--- src/rtl/core/ps2h_pkg.sv ---
// Package for the PS/2 host frame engine: event codes, frame positions,
// error codes, item structs and the parity helper.
// No dependencies; every rtl/core module uses it by scoped names.
package ps2h_pkg;

   // Event codes carried by an input item.
   localparam logic [1:0] OP_FALL  = 2'd0;
   localparam logic [1:0] OP_RISE  = 2'd1;
   localparam logic [1:0] OP_WRITE = 2'd2;

   // Receive error codes.
   localparam logic [1:0] ERR_NONE   = 2'd0;
   localparam logic [1:0] ERR_START  = 2'd1;
   localparam logic [1:0] ERR_PARITY = 2'd2;
   localparam logic [1:0] ERR_STOP   = 2'd3;

   // Positions within an 11-bit frame.
   localparam logic [3:0] POS_START  = 4'd0;
   localparam logic [3:0] POS_LAST_DATA = 4'd8;
   localparam logic [3:0] POS_PARITY = 4'd9;
   localparam logic [3:0] POS_STOP   = 4'd10;
   localparam logic [3:0] POS_ACK    = 4'd11;

   localparam int FrameBits = 11;

   // One input item.
   typedef struct packed {
      logic [1:0] op;
      logic       data_line;
      logic [7:0] tx_byte;
   } req_item_type;

   // One result item.
   typedef struct packed {
      logic       rx_valid;
      logic [7:0] rx_byte;
      logic [1:0] rx_error;
      logic       resend_request;
      logic       drive_valid;
      logic       drive_bit;
      logic       ack_valid;
      logic       ack_ok;
   } rsp_item_type;

   // 1 when the byte holds an odd number of ones.
   function automatic logic odd_ones(input logic [7:0] value);
      odd_ones = ^value;
   endfunction

endpackage

--- src/rtl/core/ps2h_host_frame_engine_unit.sv ---
// Top level of the PS/2 host frame engine.
// Depends on ps2h_pkg, ps2h_req_reg, ps2h_frame_core and ps2h_rsp_reg.
//
// Usage:
//   The req_ channel carries one event per item: a falling clock edge
//   (with the sampled data line), a rising clock edge, or the start of a
//   host write (with tx_byte). Every item produces exactly one result item
//   on the rsp_ channel: a received byte, a receive error with a resend
//   request, a data line level to drive, or the sampled acknowledge; an
//   event that does nothing gives a result with all fields zero.
//   After acceptance the item is held in the input register, the frame
//   logic works on it in one pass and the result is captured in the output
//   register together with the state update. Throughput is one item per
//   cycle while the output register is free or rsp_ready is high.
//   When the receiver holds rsp_ready low the finished result waits in the
//   output register while the next item still enters the input register;
//   req_ready falls only when both registers are full.
//   Synchronous reset empties both registers and returns the engine to
//   read mode with cleared positions, shift register and transmit frame.
module ps2_host_frame_engine_unit (
   input  logic       clock,
   input  logic       reset,
   input  logic       req_valid,
   output logic       req_ready,
   input  logic [1:0] req_op,
   input  logic       req_data_line,
   input  logic [7:0] req_tx_byte,
   output logic       rsp_valid,
   input  logic       rsp_ready,
   output logic       rsp_rx_valid,
   output logic [7:0] rsp_rx_byte,
   output logic [1:0] rsp_rx_error,
   output logic       rsp_resend_request,
   output logic       rsp_drive_valid,
   output logic       rsp_drive_bit,
   output logic       rsp_ack_valid,
   output logic       rsp_ack_ok
);

   ps2h_pkg::req_item_type req_item;
   ps2h_pkg::req_item_type item;
   ps2h_pkg::rsp_item_type result;
   ps2h_pkg::rsp_item_type rsp_item;
   logic                   item_valid;
   logic                   result_ready;
   logic                   step;

   assign req_item.op        = req_op;
   assign req_item.data_line = req_data_line;
   assign req_item.tx_byte   = req_tx_byte;

   // The held item is processed when the result register can take it.
   assign step = item_valid && result_ready;

   ps2h_req_reg u_req_reg (
      .clock      (clock),
      .reset      (reset),
      .req_valid  (req_valid),
      .req_ready  (req_ready),
      .req_item   (req_item),
      .item_valid (item_valid),
      .item       (item),
      .item_take  (step)
   );

   ps2h_frame_core u_frame_core (
      .clock  (clock),
      .reset  (reset),
      .step   (step),
      .item   (item),
      .result (result)
   );

   ps2h_rsp_reg u_rsp_reg (
      .clock        (clock),
      .reset        (reset),
      .result_valid (item_valid),
      .result_ready (result_ready),
      .result       (result),
      .rsp_valid    (rsp_valid),
      .rsp_ready    (rsp_ready),
      .rsp_item     (rsp_item)
   );

   assign rsp_rx_valid       = rsp_item.rx_valid;
   assign rsp_rx_byte        = rsp_item.rx_byte;
   assign rsp_rx_error       = rsp_item.rx_error;
   assign rsp_resend_request = rsp_item.resend_request;
   assign rsp_drive_valid    = rsp_item.drive_valid;
   assign rsp_drive_bit      = rsp_item.drive_bit;
   assign rsp_ack_valid      = rsp_item.ack_valid;
   assign rsp_ack_ok         = rsp_item.ack_ok;

endmodule

--- src/rtl/core/ps2h_req_reg.sv ---
// Input register stage for the PS/2 host frame engine.
// Depends on ps2h_pkg for the item struct.
module ps2h_req_reg (
   input  logic                  clock,
   input  logic                  reset,
   input  logic                  req_valid,
   output logic                  req_ready,
   input  ps2h_pkg::req_item_type req_item,
   output logic                  item_valid,
   output ps2h_pkg::req_item_type item,
   input  logic                  item_take
);

   logic                   valid_ff;
   logic                   valid_in;
   ps2h_pkg::req_item_type item_ff;
   logic                   load;

   // The stage refills whenever it is empty or its item moves on this cycle.
   assign req_ready = !valid_ff || item_take;
   assign load      = req_valid && req_ready;

   always_comb begin
      valid_in = valid_ff;
      if (load) begin
         valid_in = 1'b1;
      end else if (item_take) begin
         valid_in = 1'b0;
      end
   end

   always_ff @(posedge clock) begin
      if (reset) begin
         valid_ff <= 1'b0;
      end else begin
         valid_ff <= valid_in;
      end
   end

   // Payload carries no reset.
   always_ff @(posedge clock) begin
      if (load) begin
         item_ff <= req_item;
      end
   end

   assign item_valid = valid_ff;
   assign item       = item_ff;

endmodule

--- src/rtl/core/ps2h_frame_core.sv ---
// Frame state and single-pass event logic of the PS/2 host frame engine.
// Depends on ps2h_pkg for codes, positions, structs and odd_ones.
module ps2h_frame_core (
   input  logic                   clock,
   input  logic                   reset,
   input  logic                   step,
   input  ps2h_pkg::req_item_type item,
   output ps2h_pkg::rsp_item_type result
);

   logic        write_mode_ff, write_mode_in;
   logic [3:0]  rx_position_ff, rx_position_in;
   logic [7:0]  rx_shift_ff, rx_shift_in;
   logic [ps2h_pkg::FrameBits-1:0] tx_frame_ff, tx_frame_in;
   logic [3:0]  tx_position_ff, tx_position_in;
   logic [2:0]  bit_index;
   logic [7:0]  bit_mask;
   logic        tx_parity;

   // Data positions one to eight map onto bits zero to seven.
   assign bit_index = rx_position_ff[2:0] - 3'd1;
   assign bit_mask  = 8'd1 << bit_index;
   assign tx_parity = ~ps2h_pkg::odd_ones(item.tx_byte);

   // Next state and result for the item at the head of the input stage.
   always_comb begin
      write_mode_in  = write_mode_ff;
      rx_position_in = rx_position_ff;
      rx_shift_in    = rx_shift_ff;
      tx_frame_in    = tx_frame_ff;
      tx_position_in = tx_position_ff;
      result         = '0;

      case (item.op)
         ps2h_pkg::OP_FALL: begin
            if (!write_mode_ff) begin
               if (rx_position_ff == ps2h_pkg::POS_START) begin
                  if (item.data_line) begin
                     result.rx_error       = ps2h_pkg::ERR_START;
                     result.resend_request = 1'b1;
                     rx_position_in        = '0;
                     rx_shift_in           = '0;
                  end else begin
                     rx_position_in = 4'd1;
                  end
               end else if (rx_position_ff <= ps2h_pkg::POS_LAST_DATA) begin
                  if (item.data_line) begin
                     rx_shift_in = rx_shift_ff | bit_mask;
                  end
                  rx_position_in = rx_position_ff + 4'd1;
               end else if (rx_position_ff == ps2h_pkg::POS_PARITY) begin
                  if (ps2h_pkg::odd_ones(rx_shift_ff) == item.data_line) begin
                     result.rx_error       = ps2h_pkg::ERR_PARITY;
                     result.resend_request = 1'b1;
                     rx_position_in        = '0;
                     rx_shift_in           = '0;
                  end else begin
                     rx_position_in = rx_position_ff + 4'd1;
                  end
               end else if (rx_position_ff == ps2h_pkg::POS_STOP) begin
                  if (!item.data_line) begin
                     result.rx_error       = ps2h_pkg::ERR_STOP;
                     result.resend_request = 1'b1;
                  end else begin
                     result.rx_valid = 1'b1;
                     result.rx_byte  = rx_shift_ff;
                  end
                  rx_position_in = '0;
                  rx_shift_in    = '0;
               end else begin
                  // Position beyond the stop bit: start over quietly.
                  rx_position_in = '0;
                  rx_shift_in    = '0;
               end
            end else if (tx_position_ff < ps2h_pkg::POS_ACK) begin
               result.drive_valid = 1'b1;
               result.drive_bit   = tx_frame_ff[tx_position_ff];
               tx_position_in     = tx_position_ff + 4'd1;
            end
         end
         ps2h_pkg::OP_RISE: begin
            // Acknowledge is sampled on the rising edge after the stop bit.
            if (tx_position_ff == ps2h_pkg::POS_ACK) begin
               result.ack_valid = 1'b1;
               result.ack_ok    = !item.data_line;
               write_mode_in    = 1'b0;
               tx_frame_in      = '0;
               tx_position_in   = '0;
            end
         end
         ps2h_pkg::OP_WRITE: begin
            // Load the frame, drop any partial read and drive the start bit.
            tx_frame_in        = {1'b1, tx_parity, item.tx_byte, 1'b0};
            write_mode_in      = 1'b1;
            rx_position_in     = '0;
            rx_shift_in        = '0;
            result.drive_valid = 1'b1;
            result.drive_bit   = 1'b0;
            tx_position_in     = 4'd1;
         end
         default: begin
            // Unused event code: no change, empty result.
         end
      endcase
   end

   always_ff @(posedge clock) begin
      if (reset) begin
         write_mode_ff  <= 1'b0;
         rx_position_ff <= '0;
         rx_shift_ff    <= '0;
         tx_frame_ff    <= '0;
         tx_position_ff <= '0;
      end else if (step) begin
         write_mode_ff  <= write_mode_in;
         rx_position_ff <= rx_position_in;
         rx_shift_ff    <= rx_shift_in;
         tx_frame_ff    <= tx_frame_in;
         tx_position_ff <= tx_position_in;
      end
   end

endmodule

--- src/rtl/core/ps2h_rsp_reg.sv ---
// Result register stage of the PS/2 host frame engine.
// Depends on ps2h_pkg for the result struct.
module ps2h_rsp_reg (
   input  logic                   clock,
   input  logic                   reset,
   input  logic                   result_valid,
   output logic                   result_ready,
   input  ps2h_pkg::rsp_item_type result,
   output logic                   rsp_valid,
   input  logic                   rsp_ready,
   output ps2h_pkg::rsp_item_type rsp_item
);

   logic                   valid_ff;
   logic                   valid_in;
   ps2h_pkg::rsp_item_type item_ff;
   logic                   load;

   // A new result enters when the register is empty or is being emptied.
   assign result_ready = !valid_ff || rsp_ready;
   assign load         = result_valid && result_ready;

   always_comb begin
      valid_in = valid_ff;
      if (load) begin
         valid_in = 1'b1;
      end else if (rsp_ready) begin
         valid_in = 1'b0;
      end
   end

   always_ff @(posedge clock) begin
      if (reset) begin
         valid_ff <= 1'b0;
      end else begin
         valid_ff <= valid_in;
      end
   end

   always_ff @(posedge clock) begin
      if (load) begin
         item_ff <= result;
      end
   end

   assign rsp_valid = valid_ff;
   assign rsp_item  = item_ff;

endmodule

--- config.mk ---
export PLATFORM = sky130hd
export DESIGN_NAME = ps2_host_frame_engine_unit
export DESIGN_NICKNAME = d
export VERILOG_FILES = /design/src/rtl/core/ps2h_pkg.sv /design/src/rtl/core/ps2h_host_frame_engine_unit.sv /design/src/rtl/core/ps2h_req_reg.sv /design/src/rtl/core/ps2h_frame_core.sv /design/src/rtl/core/ps2h_rsp_reg.sv
export SDC_FILE = /design/constraint.sdc
export NUM_CORES = 1
export LEC_CHECK = 0
export ABC_CLOCK_PERIOD_IN_PS = 3000
export BUFFER_PORTS_ARGS = -buffer_cell sky130_fd_sc_hd__buf_4
export CORE_MARGIN = 4
export CORE_UTILIZATION = 25
export CTS_CLUSTER_SIZE = 20
export DETAILED_ROUTE_END_ITERATION = 10
export MAX_ROUTING_LAYER = met4
export PLACE_DENSITY_LB_ADDON = 0.2
export RECOVER_POWER = 50
export SYNTH_ARGS = -nofsm -noshare
export SYNTH_HDL_FRONTEND = slang
export SYNTH_SLANG_ARGS = --single-unit
--- constraint.sdc ---
create_clock -name clock -period 3 [get_ports clock]
set_input_delay 0.15 -clock clock [delete_from_list [all_inputs] [get_ports clock]]
set_output_delay 0.15 -clock clock [all_outputs]
set_load 0.02 [all_outputs]
==> qor.yml, run 1 <==
outcome:
  outcome: "completed"
yosys:
  synth.ff_latch_count: 55
  async_reset_ff_share_pct: 0
  synth.distinct_cells: 47
  synth_cells: 266
  ys_top_cells_by_count: "sky130_fd_sc_hd__dfxtp_1 (28), sky130_fd_sc_hd__edfxtp_1 (27), sky130_fd_sc_hd__nor2_1 (25)"
  net_count_after_synthesis: 291
  synth_edf_count: 27
  synthFlopType: "sky130_fd_sc_hd__dfxtp_1"
  synth_top_area_cell: "sky130_fd_sc_hd__edfxtp_1"
  synth_area_um2: 2720
  yosys.cell_count.top_type: "sky130_fd_sc_hd__dfxtp_1"
  avgSynthCellArea_um2: 10.2
  synth.top_cells.by_area: "sky130_fd_sc_hd__edfxtp_1 (30%), sky130_fd_sc_hd__dfxtp_1 (21%), sky130_fd_sc_hd__ha_1 (4.6%)"
  synth_top_area_share_pct: 29.8
  seq_area_frac_synth_pct: 50.3
  ys.warnings.count: 0
worst_setup_path:
  critical-path-top-delay-family: "simple AND/OR/NAND/NOR gates"
  timing.critical_path.required_ps: 3230
  cpMaxStageDelayCell: "sky130_fd_sc_hd__dfxtp_1"
  path_class: "flip-flop to flip-flop"
  crit_path_end_kind: "flip-flop"
  crit_path_start_kind: "flip-flop"
  worstPathArrival_ps: 2550
  worstPathBufferInverterCount: 0
  slowest_delay_ps: 520
  ordered_cell_list_for_the_critical_path: "ha_1, and3b_1, o211a_1, or3b_1, or4b_1, a21oi_1"
  cp_max_fo: 9
routing:
  via_per_instance_ratio: 4.47
  initialDrtViolationCount: 126
  detailed_router_iteration_count_before_antenna_repair: 4
  route.final.wire_length_um: 5550
  wire_per_inst_um: 12.8
  route.detailed.drc: 0
  via_count: 1936
  ant_nets: 0
timing:
  hold_violations: 0
  maxSlewHeadroom_pct: 42.8
  finalSetupViolations: 0
  share_of_the_cycle_needed_by_the_critical_path_after_routing_pct: 77.5
  fmaxAchievable_mhz: 430
  rsz0062_at_grt: "false"
  maxSlewViolCount: 0
  tns_ps: 0
  holdWs_ps: 39.6
  final.setup.worst_slack_ps: 676
  final.min_clock_period_ps: 2320
  tightest_slew_ps: 859
  finClkSkew_ps: 22.0
global_routing:
  grt_pass1_wl_um: 8970
  overflow: 0
  global_route.usage.total_pct: 8.95
  antenna_found_initial: 0
  grt_max_degree: 30
  grt_pass1_vias: 1747
layout:
  area_growth_pct: 15.5
  n_antenna_cell: 0
  fin_area_um2: 3150
  fraction_of_layout_cells_with_a_size_suffix_above_1_pct: 9.76
  fillCellCount: 1118
  finalNetCount: 321
placement:
  detailed_place.area_um2: 3080
  placement.io_buffers: 32
  post-dp-hpwl_um: 4060
  detailedPlace.worstSlack_ps: 695
  gpl_wtd_cong: 0.774
die:
  ports_placed_on_the_boundary: 33
  floorplan.die.width_um: 112
  core.rowCount: 37
  core_region_area_um2: 10500
  design.die.area_um2: 12600
  dieHeight_um: 112
  start_util_pct: 26.0
clocking:
  cts.sink_count: 55
  clock_insertion_delay_worst_skew_ps: 310
  clk_root_buffer_cell: "sky130_fd_sc_hd__clkbuf_8"
  cts_made_buffers: 5
  ctsHoldBuffers: 0
  cts_tree: "yes"
  post-cts-setup-buffers: 0
  htreeDepth: 2
  clock_tree.buffer_depth: 2
  postCtsResizedCells: 0
  clk_pin_slew_ps: 100
min_path:
  min_path_type: "input pin to flip-flop"
power_and_ir_drop:
  power.density_cell_area_nw_per_um2: 462
  vdd_ir_drop_max_mv: 0.284
  p_leak_nw: 1.08
  power_mw: 1.45
run:
  drv_cap: 0
final timing paths:
kind                                               start                                           to  slack [ps]  cells past startpoint
min reg2reg     u_frame_core.rx_shift_ff[0]$_SDFFE_PP0P_     u_frame_core.rx_shift_ff[0]$_SDFFE_PP0P_         470                      2
max          u_frame_core.tx_position_ff[1]$_SDFFE_PP0P_  u_frame_core.tx_position_ff[2]$_SDFFE_PP0P_         680                      6
min                                       req_tx_byte[3]                  u_req_reg.item[3]$_DFFE_PP_          40                      1
max reg2reg  u_frame_core.tx_position_ff[1]$_SDFFE_PP0P_  u_frame_core.tx_position_ff[2]$_SDFFE_PP0P_         680                      6
cell families (layout without fill, tap and decap cells):
kind of cell    count (synthesis)  in the layout  synth area share [%]
xor+xnor                       16             16                  6.43
compound gates                 57             57                  13.7
flops                          55             55                  50.3
fa+ha+maj                      10             10                  4.59
mux                             4              4                  1.98
buf+inv                        28             59                  4.46
simple gates                   96             96                  18.5
per-layer routing:
layer	track usage, %	share of wire [%]	vias to the layer above
met4	2.16	0.92	0
met2	12.7	41	44
met5	-	0	-
met1	12.9	54	878
met3	1.94	4.0	4
li1	-	-	1010
layout by cell type, fill, tap and decap left out, drive strengths merged, types with 11 or more instances in the layout:
master and instances:
and2 13, clkbuf 35, dfxtp 28, edfxtp 27, inv 15, nand2 19, nor2 25, nor3 11
o21ai 15, xnor2 12
sequential cells by signal (all words and copies together), names as in the netlist:
signal	count
u_frame_core.tx_position_ff	4
u_frame_core.rx_shift_ff	8
u_frame_core.tx_frame_ff	10
u_rsp_reg.rsp_valid	1
u_rsp_reg.rsp_item	16
u_req_reg.item	11
u_req_reg.item_valid	1
u_frame_core.rx_position_ff	4
worst reg2reg max path, stage by stage (launching register included):
cell	delay (ps)
sky130_fd_sc_hd__dfxtp_1	520
sky130_fd_sc_hd__ha_1	260
sky130_fd_sc_hd__and3b_1	190
sky130_fd_sc_hd__o211a_1	170
sky130_fd_sc_hd__or3b_1	460
sky130_fd_sc_hd__or4b_1	530
sky130_fd_sc_hd__a21oi_1	140
layout make-up:
class	instances	area, um2	area share (%)
Clock buffer	6	72.6	2.31
Clock inverter	2	37.5	1.19
Inverter	15	56.3	1.79
Multi-Input combinational cell	183	1230	39.1
Sequential cell	55	1370	43.6
Tap cell	136	170	5.41
Timing Repair Buffer	36	208	6.60
per-stage QoR:
stage / util [%] / cells
2_1_floorplan: - / 266
3_5_place_dp: 29.5 / 423
5_1_grt: 30.1 / 433
6_report: 30.1 / 433
3_3_place_gp: 29.5 / 423
4_1_cts: 30.5 / 431
report_power, final:
group / switching (mW) / leakage [nW] / total (mW) / internal [mW]
clock: 0.245 / 0.0514 / 0.494 / 0.250
combinational: 0.0757 / 0.539 / 0.130 / 0.0544
sequential: 0.0166 / 0.488 / 0.827 / 0.811
total: 0.337 / 1.08 / 1.45 / 1.11
(Power assumes the default switching activity.)
==> run 2, diff against run 1 <==
--- a/config.mk
+++ b/config.mk
@@ -5,7 +5,7 @@
 export SDC_FILE = /design/constraint.sdc
 export NUM_CORES = 1
 export LEC_CHECK = 0
-export ABC_CLOCK_PERIOD_IN_PS = 3000
+export ABC_CLOCK_PERIOD_IN_PS = 2050
 export BUFFER_PORTS_ARGS = -buffer_cell sky130_fd_sc_hd__buf_4
 export CORE_MARGIN = 4
 export CORE_UTILIZATION = 25
==> constraint.sdc (replaced) <==
create_clock -name clock -period 2.05 [get_ports clock]
set_input_delay 0.1025 -clock clock [delete_from_list [all_inputs] [get_ports clock]]
set_output_delay 0.1025 -clock clock [all_outputs]
set_load 0.02 [all_outputs]
==> run 2 against run 1 <==
Against the previous run:
- first-iteration DRC count decreased by 5.6%
- via count increased by 6.7%
- die area unchanged
- wire length increased by 7.7%
- sequential share of layout area decreased by 4.3 points
- sequential cell count unchanged
==> qor.yml, run 2 (synthesis gave the netlist of run 1 again) <==
outcome:
  outcome: "completed"
clocking:
  cts_tree: "yes"
  htreeDepth: 2
  clock_tree.buffer_depth: 2
  clk_pin_slew_ps: 110
  clock_insertion_delay_worst_skew_ps: 310
  clk_root_buffer_cell: "sky130_fd_sc_hd__clkbuf_8"
  cts_made_buffers: 5
  cts.sink_count: 55
global_routing:
  grt_pass1_vias: 1990
  antenna_found_initial: 0
  global_route.usage.total_pct: 9.79
  use_met2_pct: 14.3
  grt.met3_usage_pct: 2.05
  grt_pass1_wl_um: 9890
  overflow: 0
  gr-usage-met1_pct: 13.6
  grt_most_used_layer: "met2"
  grt_max_degree: 30
power_and_ir_drop:
  p_leak_nw: 1.23
  power_mw: 2.10
  power.density_cell_area_nw_per_um2: 601
  vdd_ir_drop_max_mv: 0.275
timing:
  finalSetupViolations: 0
  hold_violations: 0
  tightest_slew_ps: 483
  maxSlewHeadroom_pct: 67.8
  final.min_clock_period_ps: 2040
  share_of_the_cycle_needed_by_the_critical_path_after_routing_pct: 99.6
  maxSlewViolCount: 0
  rsz0062_at_grt: "true"
  fmaxAchievable_mhz: 490
  finClkSkew_ps: 8.38
worst_setup_path:
  crit_path_start_kind: "flip-flop"
  crit_path_end_kind: "flip-flop"
  timing.critical_path.required_ps: 2300
  path_class: "flip-flop to flip-flop"
  worstPathArrival_ps: 2290
  cp_max_fo: 8
routing:
  detailed_router_iteration_count_before_antenna_repair: 5
  ant_nets: 0
  wire_per_inst_um: 12.8
  via_count: 2066
  via_per_instance_ratio: 4.44
  route.final.wire_length_um: 5970
  initialDrtViolationCount: 119
  route.detailed.drc: 0
placement:
  gpl_wtd_cong: 0.795
  placed_cells: 440
  post-dp-hpwl_um: 4350
  placement.io_buffers: 32
  detailed_place.area_um2: 3210
layout:
  fraction_of_layout_cells_with_a_size_suffix_above_1_pct: 22.8
  n_antenna_cell: 0
  largest_register_ffs: 16
  finish.cell_count_without_fillers: 465
  finalNetCount: 353
  fillCellCount: 1103
  area_growth_pct: 28.5
  fin_area_um2: 3500
  final_cell_mix: "sky130_fd_sc_hd__buf_4 (27), sky130_fd_sc_hd__edfxtp_1 (27), sky130_fd_sc_hd__nor2_1 (25), sky130_fd_sc_hd__dfxtp_1 (25), sky130_fd_sc_hd__nand2_1 (19)"
die:
  design.die.area_um2: 12600
  start_util_pct: 26.0
  dieHeight_um: 112
  core.rowCount: 37
  core_region_area_um2: 10500
  floorplan.die.width_um: 112
  ports_placed_on_the_boundary: 33
run:
  drv_cap: 0
min_path:
  min_path_type: "input pin to flip-flop"
==> run 2: cell types whose count changed in the layout (fill, tap and decap cells not counted), sizes merged <==
cell / before / now
buf: 5 / 27
dlygate4sd3: 2 / 12
clkbuf: 35 / 33
inv: 15 / 17
bufinv: 1 / 0
xnor2: 12 / 13
==> run 2: report_power, final <==
group,total (mW),internal (mW),switching (mW),leakage (nW)
logic,0.252,0.121,0.131,0.694
registers,1.21,1.19,0.0197,0.490
clock network,0.645,0.254,0.390,0.0467
==> run 2: worst paths after layout <==
check	to	from	slack (ps)	cells after the start
setup / recovery	u_frame_core.tx_position_ff[2]$_SDFFE_PP0P_	u_req_reg.item[9]$_DFFE_PP_	9	6
hold / removal	u_rsp_reg.rsp_valid$_SDFFE_PP0P_	rsp_ready	80	4
setup reg to reg	u_frame_core.tx_position_ff[2]$_SDFFE_PP0P_	u_req_reg.item[9]$_DFFE_PP_	9	6
hold reg to reg	u_frame_core.rx_shift_ff[4]$_SDFFE_PP0P_	u_frame_core.rx_shift_ff[4]$_SDFFE_PP0P_	480	2
==> run 2: cell type report <==
type	instances	area [um2]	share of cell area, %
clock inverter	3	27.5	0.787
tap	136	170	4.86
timing repair buffer	67	469	13.4
multi-input combinational	184	1330	38.1
clock buffer	5	68.8	1.97
sequential	55	1380	39.3
inverter	15	56.3	1.61
==> run 2: metrics by stage <==
stage / hold WS, ps / TNS [ps] / util [%] / setup WS [ps]
2_1_floorplan: 201 / 0 / - / 61.2
3_3_place_gp: 281 / -213 / 30.7 / -64.8
3_5_place_dp: 282 / -209 / 30.7 / -79.2
4_1_cts: 65.4 / 0 / 33.1 / 3.70
5_1_grt: 83.5 / -145 / 33.4 / -60.0
6_report: 82.7 / 0 / 33.4 / 8.89
==> run 2: what timing repair did <==
action	4_1_cts	5_1_grt
pin swaps	0	14
gates cloned	0	1
endpoints found under the hold margin	12	0
gates resized for setup	8	20
hold buffers	12	0
buffers inserted	1	3
setup endpoints to repair	10	23
==> run 2: per-layer routing <==
layer | wire length [um] | up-vias
li1 | - | 1070
met1 | 3140 | 955
met2 | 2560 | 36
met3 | 192 | 5
met4 | 80 | 0
met5 | 0 | -
==> run 2: critical path, stage by stage (launching register included) <==
cell and delay, ps:
sky130_fd_sc_hd__edfxtp_1 450, sky130_fd_sc_hd__buf_4 160, sky130_fd_sc_hd__buf_4 120, sky130_fd_sc_hd__ha_2 170
sky130_fd_sc_hd__or3b_4 410, sky130_fd_sc_hd__or4b_4 550, sky130_fd_sc_hd__a21oi_2 130
==> run 3, diff against run 2 <==
--- a/config.mk
+++ b/config.mk
@@ -16,4 +16,5 @@
 export RECOVER_POWER = 50
 export SYNTH_ARGS = -nofsm -noshare
 export SYNTH_HDL_FRONTEND = slang
+export SYNTH_HIERARCHICAL = 1
 export SYNTH_SLANG_ARGS = --single-unit
==> run 3 against run 2 <==
Against the previous run:
- total power grew 0.74%
- first-iteration DRC count shrank 14%
- clock power shrank 3.7%
- sequential share of layout area grew 1.5 points
- utilization shrank 0.80 points
- critical path depth grew 1
- wire length shrank 8.7%
- fmax grew 2.6%
==> qor.yml, run 3 <==
layout:
  area_growth_pct: 27.0
  largest_register_ffs: 16
  fraction_of_layout_cells_with_a_size_suffix_above_1_pct: 23.7
  n_antenna_cell: 0
  commonest_non_fill_non_tap_cell_in_the_layout: "sky130_fd_sc_hd__edfxtp_1"
  fin_area_um2: 3370
  finalNetCount: 326
  final_cell_mix: "sky130_fd_sc_hd__edfxtp_1 (27), sky130_fd_sc_hd__dfxtp_1 (26), sky130_fd_sc_hd__buf_4 (25), sky130_fd_sc_hd__clkbuf_1 (18), sky130_fd_sc_hd__nor2_1 (18)"
worst_setup_path:
  timing.critical_path.required_ps: 2300
  crit_path_end_kind: "flip-flop"
  crit_path_start_kind: "flip-flop"
  crit_cells: 7
  worstPathArrival_ps: 2240
  worstReg2RegStart: "u_req_reg/item[9]$_DFFE_PP_"
  slowest_delay_ps: 470
  rr_worst_depth: 7
  critical-path-top-delay-family: "simple AND/OR/NAND/NOR gates"
  timing.rr.end: "u_frame_core/tx_position_ff[2]$_SDFFE_PP0P_"
  worstPathBufferInverterCount: 1
  ordered_cell_list_for_the_critical_path: "buf_4, ha_2, nand2_2, nand2_1, or3_4, or4b_1, a21oi_1"
  worstSetupStartpoint: "u_req_reg/item[9]$_DFFE_PP_"
  cp_max_fo: 6
  path_class: "flip-flop to flip-flop"
  timing.reg2reg.setup_slack_ps: 60
  cpMaxStageDelayCell: "sky130_fd_sc_hd__or4b_1"
clocking:
  clock_tree.buffer_depth: 2
  clock_insertion_delay_worst_skew_ps: 310
  cts.sink_count: 55
  cts_made_buffers: 5
  clk_root_buffer_cell: "sky130_fd_sc_hd__clkbuf_8"
  htreeDepth: 2
  clk_pin_slew_ps: 100
  cts_tree: "yes"
run:
  drv_cap: 0
timing:
  share_of_the_cycle_needed_by_the_critical_path_after_routing_pct: 97.1
  finalSetupViolations: 0
  tightest_slew_ps: 975
  rsz0062_at_grt: "true"
  maxSlewHeadroom_pct: 35.0
  maxSlewViolCount: 0
  finClkSkew_ps: 9.83
  final.min_clock_period_ps: 1990
  hold_violations: 0
  fmaxAchievable_mhz: 503
global_routing:
  overflow: 0
  grt_pass1_wl_um: 9390
  global_route.usage.total_pct: 9.47
  antenna_found_initial: 0
  grt_pass1_vias: 1912
  grt_max_degree: 23
die:
  start_util_pct: 25.7
  core.rowCount: 37
  core_region_area_um2: 10300
  design.die.area_um2: 12300
  dieHeight_um: 111
  ports_placed_on_the_boundary: 33
  floorplan.die.width_um: 111
yosys:
  synth_top_area_share_pct: 30.6
  synth_top_area_cell: "sky130_fd_sc_hd__edfxtp_1"
  avgSynthCellArea_um2: 11.2
  ys_top_cells_by_count: "sky130_fd_sc_hd__dfxtp_1 (28), sky130_fd_sc_hd__edfxtp_1 (27), sky130_fd_sc_hd__nor2_1 (18)"
  synth.top_cells.by_area: "sky130_fd_sc_hd__edfxtp_1 (31%), sky130_fd_sc_hd__dfxtp_1 (21%), sky130_fd_sc_hd__ha_1 (5.7%)"
  async_reset_ff_share_pct: 0
  yosys.cell_count.top_type: "sky130_fd_sc_hd__dfxtp_1"
  synth.ff_latch_count: 55
  synth_cells: 236
  synth.distinct_cells: 52
  synthFlopType: "sky130_fd_sc_hd__dfxtp_1"
  seq_area_frac_synth_pct: 51.7
  net_count_after_synthesis: 263
  synth_edf_count: 27
  ys.warnings.count: 6
  synth_area_um2: 2650
power_and_ir_drop:
  power_mw: 2.12
  power.density_cell_area_nw_per_um2: 628
  vdd_ir_drop_max_mv: 0.265
  p_leak_nw: 1.26
placement:
  placement.io_buffers: 32
  gpl_wtd_cong: 0.738
  post-dp-hpwl_um: 3890
  detailed_place.area_um2: 3160
min_path:
  min_path_type: "input pin to flip-flop"
  min_from: "req_valid"
  hold-path-endpoint: "u_req_reg/item_valid$_SDFFE_PP0P_"
  worstHoldPathCells: 3
routing:
  initialDrtViolationCount: 102
  detailed_router_iteration_count_before_antenna_repair: 4
  via_per_instance_ratio: 4.32
  route.detailed.drc: 0
  via_count: 1884
  ant_nets: 0
  wire_per_inst_um: 12.5
  route.final.wire_length_um: 5450
outcome:
  outcome: "completed"
==> run 3: changes by cell type after synthesis, sizes merged, moves of 7 or more <==
cell | before | now
o21ai | 15 | 6
and4 | 0 | 8
nor3 | 11 | 3
a211oi | 7 | 0
nor2 | 25 | 18
o21a | 0 | 8
==> run 3: worst max-delay path by stage <==
stage                     slack [ps]                                           to
after floorplan                  150  u_frame_core/tx_position_ff[3]$_SDFFE_PP0P_
after detailed placement          40     u_frame_core/rx_shift_ff[4]$_SDFFE_PP0P_
final                             60  u_frame_core/tx_position_ff[2]$_SDFFE_PP0P_
after global placement            30     u_frame_core/rx_shift_ff[7]$_SDFFE_PP0P_
after CTS                          9     u_frame_core/rx_shift_ff[7]$_SDFFE_PP0P_
after global routing              -3     u_frame_core/rx_shift_ff[6]$_SDFFE_PP0P_
==> run 3: cell type report <==
type | instances | area [um2]
clock inverter | 3 | 18.8
clock buffer | 5 | 68.8
fill | 1084 | 6950
multi-input combinational | 163 | 1260
sequential | 55 | 1380
timing repair buffer | 64 | 440
inverter | 10 | 37.5
tap | 136 | 170
==> run 3: repair_timing <==
action / CTS / global route
endpoints found under the setup margin: 0 / 26
buffers inserted: 0 / 3
hold buffers: 11 / 0
resized for setup: 0 / 19
hold endpoints to repair: 11 / 0
==> run 3: where the power goes <==
group          total, mW  internal (mW)  switching, mW
Combinational      0.275          0.126          0.149
Sequential          1.22           1.20         0.0236
Clock              0.621          0.242          0.378
Total               2.12           1.57          0.551
==> run 3: routing by layer <==
layer / vias up / global-route usage, % / share of wire [%]
met5: - / - / 0
met4: 0 / 3.08 / 1.2
met3: 7 / 2.18 / 3.8
met2: 30 / 14.7 / 46
met1: 873 / 12.3 / 48
li1: 974 / - / -
==> run 3: kinds of logic after synthesis <==
| family | share of synthesized area, % |
|---|---|
| and+or+nand+nor | 18.6 |
| buffers and inverters | 2.78 |
| DFF | 51.7 |
| muxes | 2.17 |
| adders and majority gates | 5.66 |
| AOI/OAI and AO/OA | 13.0 |
| xor gates and xnor gates | 6.08 |
==> run 3: tightest hold or removal path: cells and delay by family <==
family | cells | cell delay [ps]
buffers and inverters | 2 | 120
AO/OA/AOI/OAI | 1 | 90
==> run 3: stage by stage <==
stage / std cells / util, % / hold slack (ps) / setup slack, ps / TNS, ps
floorplan: 236 / - / 165 / 147 / 0
global placement: 414 / 30.6 / 281 / 33.0 / 0
detailed placement: 414 / 30.6 / 282 / 39.4 / 0
CTS: 433 / 32.6 / 29.0 / 9.49 / 0
global route: 436 / 32.7 / 30.2 / -2.55 / -6.72
finish: 436 / 32.7 / 40.3 / 60.4 / 0
